**src/rtl/rfft_pkg.sv**
```systemverilog
// Shared types, constants and twiddle functions for the real-input FFT core.
// Used by rfft_ctrl, rfft_datapath and real_fft_radix2_core; depends on nothing.
package rfft_pkg;

   localparam int DEF_REAL_POINTS = 128;
   localparam int DEF_SAMPLE_BITS = 16;
   localparam int SAMPLE_W        = 16;
   localparam int BIN_W           = 6;
   localparam int OUT_W           = 25;
   localparam int TWID_W          = 18;
   localparam int ADDR_MAX_W      = 6;
   localparam int TWID_IDX_W      = 7;

   typedef enum logic [3:0] {
      ST_LOAD,
      ST_BF_RA,
      ST_BF_RB,
      ST_BF_LB,
      ST_BF_MUL,
      ST_BF_SUM,
      ST_BF_WA,
      ST_BF_WB,
      ST_SP_RA,
      ST_SP_RB,
      ST_SP_LB,
      ST_SP_MR,
      ST_SP_MI,
      ST_SP_SI,
      ST_SP_OUT
   } state_type;

   typedef enum logic [1:0] {
      MUL_BF,
      MUL_SR,
      MUL_SI
   } mul_mode_type;

   typedef enum logic [1:0] {
      SUM_NONE,
      SUM_BF,
      SUM_SR,
      SUM_SI
   } sum_mode_type;

   typedef struct packed {
      logic [ADDR_MAX_W-1:0] addr_a;
      logic [ADDR_MAX_W-1:0] addr_b;
      logic                  rd_b;
      logic                  lat_a;
      logic                  lat_b;
      logic                  smp_even;
      logic                  wr_smp;
      logic                  wr_sum;
      logic                  wr_dif;
      mul_mode_type          mul_mode;
      sum_mode_type          sum_mode;
      logic [TWID_IDX_W-1:0] twid;
      logic                  out_load;
      logic [BIN_W-1:0]      bin;
      logic                  bin_zero;
      logic                  bin_last;
   } cmd_type;

   typedef struct packed {
      logic out_busy;
   } status_type;

   // First quarter of the cosine wave in Q3.15 (18-bit signed), index 0..32.
   function automatic logic signed [TWID_W-1:0] cos_quarter(input logic [5:0] r);
      logic signed [TWID_W-1:0] v;
      case (r)
         6'd0:  v = 18'sd32768;
         6'd1:  v = 18'sd32729;
         6'd2:  v = 18'sd32610;
         6'd3:  v = 18'sd32413;
         6'd4:  v = 18'sd32138;
         6'd5:  v = 18'sd31786;
         6'd6:  v = 18'sd31357;
         6'd7:  v = 18'sd30853;
         6'd8:  v = 18'sd30274;
         6'd9:  v = 18'sd29622;
         6'd10: v = 18'sd28899;
         6'd11: v = 18'sd28106;
         6'd12: v = 18'sd27246;
         6'd13: v = 18'sd26320;
         6'd14: v = 18'sd25330;
         6'd15: v = 18'sd24279;
         6'd16: v = 18'sd23170;
         6'd17: v = 18'sd22006;
         6'd18: v = 18'sd20788;
         6'd19: v = 18'sd19520;
         6'd20: v = 18'sd18205;
         6'd21: v = 18'sd16846;
         6'd22: v = 18'sd15447;
         6'd23: v = 18'sd14010;
         6'd24: v = 18'sd12540;
         6'd25: v = 18'sd11039;
         6'd26: v = 18'sd9512;
         6'd27: v = 18'sd7962;
         6'd28: v = 18'sd6393;
         6'd29: v = 18'sd4808;
         6'd30: v = 18'sd3212;
         6'd31: v = 18'sd1608;
         default: v = 18'sd0;
      endcase
      return v;
   endfunction

   function automatic logic signed [TWID_W-1:0] cos_tab(input logic [TWID_IDX_W-1:0] m);
      logic [5:0] r;
      logic [5:0] rc;
      logic signed [TWID_W-1:0] v;
      r  = {1'b0, m[4:0]};
      rc = 6'd32 - r;
      case (m[6:5])
         2'd0:    v = cos_quarter(r);
         2'd1:    v = -cos_quarter(rc);
         2'd2:    v = -cos_quarter(r);
         default: v = cos_quarter(rc);
      endcase
      return v;
   endfunction

   function automatic logic signed [TWID_W-1:0] sin_tab(input logic [TWID_IDX_W-1:0] m);
      return cos_tab(m + 7'd96);
   endfunction

endpackage

```
**src/rtl/rfft_ctrl.sv**
```systemverilog
// Controller of the FFT core: loading, butterfly sequencing and split sequencing.
// Depends on rfft_pkg; drives rfft_datapath through cmd_type.
module rfft_ctrl #(
   parameter int REAL_POINTS = rfft_pkg::DEF_REAL_POINTS
) (
   input  logic                 clock,
   input  logic                 reset,
   input  logic                 req_valid,
   output logic                 req_ready,
   input  rfft_pkg::status_type st,
   output rfft_pkg::cmd_type    cmd
);
   import rfft_pkg::*;

   localparam int HALF     = REAL_POINTS / 2;
   localparam int LOG      = $clog2(HALF);
   localparam int STW      = (LOG > 1) ? $clog2(LOG) : 1;
   localparam int TW_SHIFT = 6 - LOG;
   localparam logic [LOG-1:0] BF_LAST  = LOG'(HALF / 2 - 1);
   localparam logic [LOG-1:0] BIN_LAST = LOG'(HALF - 1);
   localparam logic [STW-1:0] ST_LAST  = STW'(LOG - 1);
   localparam logic [LOG:0]   LD_LAST  = (LOG + 1)'(REAL_POINTS - 1);

   state_type      state_ff, state_in;
   logic [LOG:0]   load_ff, load_in;
   logic [STW-1:0] stage_ff, stage_in;
   logic [LOG-1:0] idx_ff, idx_in;
   logic           take;

   assign take = req_valid && (state_ff == ST_LOAD);

   always_ff @(posedge clock) begin
      if (reset) begin
         state_ff <= ST_LOAD;
         load_ff  <= '0;
         stage_ff <= '0;
         idx_ff   <= '0;
      end else begin
         state_ff <= state_in;
         load_ff  <= load_in;
         stage_ff <= stage_in;
         idx_ff   <= idx_in;
      end
   end

   always_comb begin
      state_in = state_ff;
      load_in  = load_ff;
      stage_in = stage_ff;
      idx_in   = idx_ff;
      case (state_ff)
         ST_LOAD: begin
            if (take) begin
               load_in = load_ff + 1'b1;
               if (load_ff == LD_LAST) begin
                  load_in  = '0;
                  stage_in = '0;
                  idx_in   = '0;
                  state_in = ST_BF_RA;
               end
            end
         end
         ST_BF_RA:  state_in = ST_BF_RB;
         ST_BF_RB:  state_in = ST_BF_LB;
         ST_BF_LB:  state_in = ST_BF_MUL;
         ST_BF_MUL: state_in = ST_BF_SUM;
         ST_BF_SUM: state_in = ST_BF_WA;
         ST_BF_WA:  state_in = ST_BF_WB;
         ST_BF_WB: begin
            state_in = ST_BF_RA;
            idx_in   = idx_ff + 1'b1;
            if (idx_ff == BF_LAST) begin
               idx_in = '0;
               if (stage_ff == ST_LAST) begin
                  state_in = ST_SP_RA;
               end else begin
                  stage_in = stage_ff + 1'b1;
               end
            end
         end
         ST_SP_RA: state_in = ST_SP_RB;
         ST_SP_RB: state_in = ST_SP_LB;
         ST_SP_LB: state_in = ST_SP_MR;
         ST_SP_MR: state_in = ST_SP_MI;
         ST_SP_MI: state_in = ST_SP_SI;
         ST_SP_SI: state_in = ST_SP_OUT;
         ST_SP_OUT: begin
            if (!st.out_busy) begin
               idx_in   = idx_ff + 1'b1;
               state_in = ST_SP_RA;
               if (idx_ff == BIN_LAST) begin
                  idx_in   = '0;
                  state_in = ST_LOAD;
               end
            end
         end
         default: state_in = ST_LOAD;
      endcase
   end

   always_comb begin
      logic [LOG-1:0] slot;
      logic [LOG-1:0] rev;
      logic [LOG-1:0] mask;
      logic [LOG-1:0] pos;
      logic [LOG-1:0] ja;
      logic [LOG-1:0] jb;
      logic [11:0]    mwide;
      slot = load_ff[LOG:1];
      for (int b = 0; b < LOG; b++) begin
         rev[LOG-1-b] = slot[b];
      end
      mask  = (LOG'(1) << stage_ff) - 1'b1;
      pos   = idx_ff & mask;
      ja    = ((idx_ff >> stage_ff) << (stage_ff + 1'b1)) | pos;
      jb    = ja | (LOG'(1) << stage_ff);
      mwide = (12'(pos) << 6) >> stage_ff;

      req_ready    = (state_ff == ST_LOAD);
      cmd          = '0;
      cmd.mul_mode = MUL_BF;
      cmd.sum_mode = SUM_NONE;
      cmd.bin      = BIN_W'(idx_ff);
      cmd.bin_zero = (idx_ff == '0);
      cmd.bin_last = (idx_ff == BIN_LAST);
      case (state_ff)
         ST_LOAD, ST_BF_RA, ST_BF_RB, ST_BF_LB, ST_BF_MUL, ST_BF_SUM, ST_BF_WA,
         ST_BF_WB: begin
            cmd.addr_a = ADDR_MAX_W'(ja);
            cmd.addr_b = ADDR_MAX_W'(jb);
            cmd.twid   = mwide[TWID_IDX_W-1:0];
         end
         default: begin
            cmd.addr_a = ADDR_MAX_W'(idx_ff);
            cmd.addr_b = ADDR_MAX_W'(LOG'(0) - idx_ff);
            cmd.twid   = TWID_IDX_W'(idx_ff) << TW_SHIFT;
         end
      endcase
      case (state_ff)
         ST_LOAD: begin
            cmd.addr_a   = ADDR_MAX_W'(rev);
            cmd.smp_even = take && !load_ff[0];
            cmd.wr_smp   = take && load_ff[0];
         end
         ST_BF_RB, ST_SP_RB: begin
            cmd.rd_b  = 1'b1;
            cmd.lat_a = 1'b1;
         end
         ST_BF_LB, ST_SP_LB: cmd.lat_b = 1'b1;
         ST_BF_MUL: cmd.mul_mode = MUL_BF;
         ST_BF_SUM: cmd.sum_mode = SUM_BF;
         ST_BF_WA:  cmd.wr_sum   = 1'b1;
         ST_BF_WB:  cmd.wr_dif   = 1'b1;
         ST_SP_MR:  cmd.mul_mode = MUL_SR;
         ST_SP_MI: begin
            cmd.mul_mode = MUL_SI;
            cmd.sum_mode = SUM_SR;
         end
         ST_SP_SI:  cmd.sum_mode = SUM_SI;
         ST_SP_OUT: cmd.out_load = !st.out_busy;
         default: cmd.rd_b = 1'b0;
      endcase
   end

endmodule

```
**config.mk**
```make
export PLATFORM = sky130hd
export DESIGN_NAME = rfft_ctrl
export DESIGN_NICKNAME = d
export VERILOG_FILES = /design/src/rtl/rfft_pkg.sv /design/src/rtl/rfft_ctrl.sv
export SDC_FILE = /design/constraint.sdc
export NUM_CORES = 1
export LEC_CHECK = 0
export ABC_AREA = 1
export BUFFER_PORTS_ARGS = -buffer_cell sky130_fd_sc_hd__buf_2
export CAP_MARGIN = 10
export CORE_ASPECT_RATIO = 0.5
export CORE_MARGIN = 1.5
export CORE_UTILIZATION = 50
export DETAILED_ROUTE_END_ITERATION = 6
export PLACE_DENSITY_LB_ADDON = 0.08
export SLEW_MARGIN = 15
export SYNTH_ARGS = -nofsm -noshare
export SYNTH_HDL_FRONTEND = slang
export SYNTH_SLANG_ARGS = --single-unit
```
**constraint.sdc**
```tcl
create_clock -name clock -period 2.2 [get_ports clock]
set_clock_uncertainty 0.2 [all_clocks]
set_input_delay 0 -clock clock [delete_from_list [all_inputs] [get_ports clock]]
set_output_delay 0 -clock clock [all_outputs]
set_load 0.01 [all_outputs]
```
==> flow_summary.yaml <==
status:
  status: "finished with violations"
  violations: "setup timing"
cells_and_area:
  fin_nets: 462
  nFillCells: 332
  final_util_pct: 76.5
  instances_no_fill: 502
  syn2layout_area_growth_pct: 41.0
  antenna_cells: 0
  drive_above_1_share_pct: 37.3
power:
  switching_share_pct: 38.0
  power_density_nw_per_um2: 424
  total_power_mw: 1.32
  power.share.clock_pct: 28.7
  p_int_mw: 0.817
  ir_drop_v: 0.000439
  power.share.sequential_pct: 30.7
  leakagePower_nw: 1.53
  p_switching_mw: 0.502
  comb_power_share_pct: 40.5
synthesis:
  synth_area_leaders: "dfxtp_1 18%, nand2_1 18%, nand3_1 10%, inv_1 6.6%, a21oi_1 6.1%"
  synth_async_sr_flop_share_pct: 0
  yosys.area.top_type: "dfxtp_1"
  synth_area_sq_um: 2200
  netlist-cell-type-count: 40
  syn_nets: 392
  synth_most_common_cell: "nand2_1"
  syn_area_per_cell_sq_um: 5.82
  synth_seq_cells: 20
  synth_common_cells: "106 x nand2_1, 46 x nand3_1, 39 x inv_1"
  synth_edf_count: 0
  synthFlopType: "dfxtp_1"
  synth_warnings: 0
  synth_top_area_share_pct: 18.2
  postSynthCellCount: 379
  synth-seq-area-share_pct: 18.2
sta:
  slew_viol_final: 0
  relSlewSlack_pct: 65.7
  holdWs_ns: 0.279
  max_freq_ghz: 0.436
  setup_slack_ns: -0.0931
  hold_viol_final: 0
  setup_tns_ns: -0.222
  min_period_over_period_pct: 104
  final-setup-viol-count: 6
  period_minus_slack_ns: 2.29
  tightest_slew_ns: 0.509
  rsz0062_at_grt: "yes"
detailed_routing:
  vias: 2939
  ant_nets: 0
  post_drt_wl_per_cell_microns: 15.6
  drtPass1Iterations: 5
  routed_wl_microns: 7830
  viasPerCell: 5.85
  initialDrtViolationCount: 210
  drc: 0
flow_run:
  maxCapViolations: 0
clocking:
  cts_tree: "yes"
  cts_root_buf: "clkbuf_8"
  clk_latency_ns: 0.26
  clkTransAtPathRegs_ns: 0.08
  ctsLongestPathBuffers: 2
  cts_sinks: 20
  htreeDepth: 1
  numCtsBuffers: 3
min_path:
  min_to: "load_ff[6]"
  hold_depth: 2
  hold_class: "register to register"
  min_from: "load_ff[6]"
place:
  hpwl_microns: 5690
  place_congestion: 1.02
  place_inst: 486
  io_buffers: 43
die:
  initial_core_util_pct: 54.2
  coreArea_sq_um: 4060
  die_w_microns: 96.9
  die_y_microns: 50.0
  row_count: 16
  die_area_sq_um: 4840
  ios: 44
grt:
  grt_first_pass_wirelength_microns: 12700
  antenna_found_initial: 0
  grt_use_total_pct: 32.1
  grt_max_degree: 28
  grt-ovfl-total: 0
  first_global_vias: 2701
critical_path:
  ff2ff_path_depth: 8
  worstPathMaxFanout: 4
  crit_type: "register to output port"
  r2r_end: "idx_ff[0]"
  cp_data_arrival_time_ns: 2.09
  r2r_slack_ns: 0.21
  cp_data_required_time_ns: 2.00
  cp-start-kind: "register"
  end_kind: "output port"
  r2r-start: "load_ff[1]"
layout make-up:
class	count	area [sq um]	share of cell area (%)
inverter	47	194	6.24
clock buffer	3	41.3	1.33
clock inverter	1	30.0	0.966
timing repair buffer	81	543	17.5
tap	54	67.6	2.17
multi-input combinational	296	1830	58.7
sequential	20	408	13.1
cell usage in the layout (no fill, tap or decap), types with 5 or more instances in the layout:
cell / synthesis / routed
inv_2: 6 / 7
nor2_1: 32 / 28
nand2_1: 106 / 87
nand2_2: 1 / 17
ha_4: 0 / 6
a21oi_1: 27 / 21
nor3_1: 10 / 10
o21ai_0: 13 / 10
buf_4: 1 / 29
buf_2: 6 / 43
nand4_1: 9 / 9
nand3_1: 46 / 33
nand3_2: 1 / 13
inv_1: 39 / 35
nor2_4: 4 / 7
dfxtp_1: 20 / 18
o21ai_1: 6 / 6
nor2_2: 4 / 5
a21oi_2: 0 / 5
worst max path at each step:
stage | from | depth (start not counted) | to | slack [ns]
finish | stage_ff[0] | 14 | cmd[14] | -0.09
global route | stage_ff[0] | 15 | cmd[14] | -0.18
CTS | stage_ff[0] | 14 | cmd[14] | -0.03
detailed placement | stage_ff[0] | 15 | cmd[14] | 0.04
global placement | stage_ff[0] | 15 | cmd[14] | 0.10
floorplan | stage_ff[0] | 15 | cmd[14] | 0.002
per-layer routing:
| metal | vias up | global-route usage [%] | share of wire (%) |
|---|---|---|---|
| li1 | 1388 | - | - |
| met1 | 1363 | 44.2 | 43 |
| met2 | 163 | 51.2 | 45 |
| met3 | 25 | 4.40 | 9.3 |
| met4 | 0 | 12.8 | 2.5 |
| met5 | - | 0 | 0 |
per-stage QoR:
stage	instance area (sq um)	worst slack (ns)
final	3110	-0.0931
after global routing	3110	-0.178
after CTS	2860	-0.0301
after detailed placement	2590	0.0432
after global placement	2590	0.101
after floorplan	2210	0.00213
worst max-delay path, cell delays in order, from the launching register on:
cell	delay, ns
dfxtp_4	0.39
buf_6	0.13
ha_4	0.15
nand2_4	0.07
ha_4	0.19
nand3_2	0.09
nand3_4	0.09
o21ai_2	0.15
inv_1	0.07
nand2_2	0.07
nand3_2	0.07
nand3_2	0.07
nand2_1	0.06
o21ai_1	0.08
buf_2	0.14
logic make-up after synthesis:
logic type / synth area share (%)
compound gates: 15.3
xor+xnor: 1.99
buf+inv: 12.4
fa+ha+maj: 5.11
flops: 18.2
simple gates: 47.0
power groups by stage:
stage               Sequential, mW  Combinational [mW]  Clock, mW
finish                       0.405               0.535      0.379
global route                 0.409               0.581      0.393
CTS                          0.407               0.506      0.380
detailed placement           0.415               0.490          0
global placement             0.415               0.481          0
floorplan                    0.419               0.334          0
timing repair:
action,4_1_cts,5_1_grt
endpoints found under the hold margin,9,0
buffers inserted,2,7
pin swaps,7,16
hold buffers,3,0
endpoints found under the setup margin,18,19
gates resized for setup,40,53
registers in the layout, indices dropped and copies added, names as in the netlist:
signal    flops
load_ff       7
idx_ff        6
state_ff      4
stage_ff      3
(Power assumes the default switching activity.)
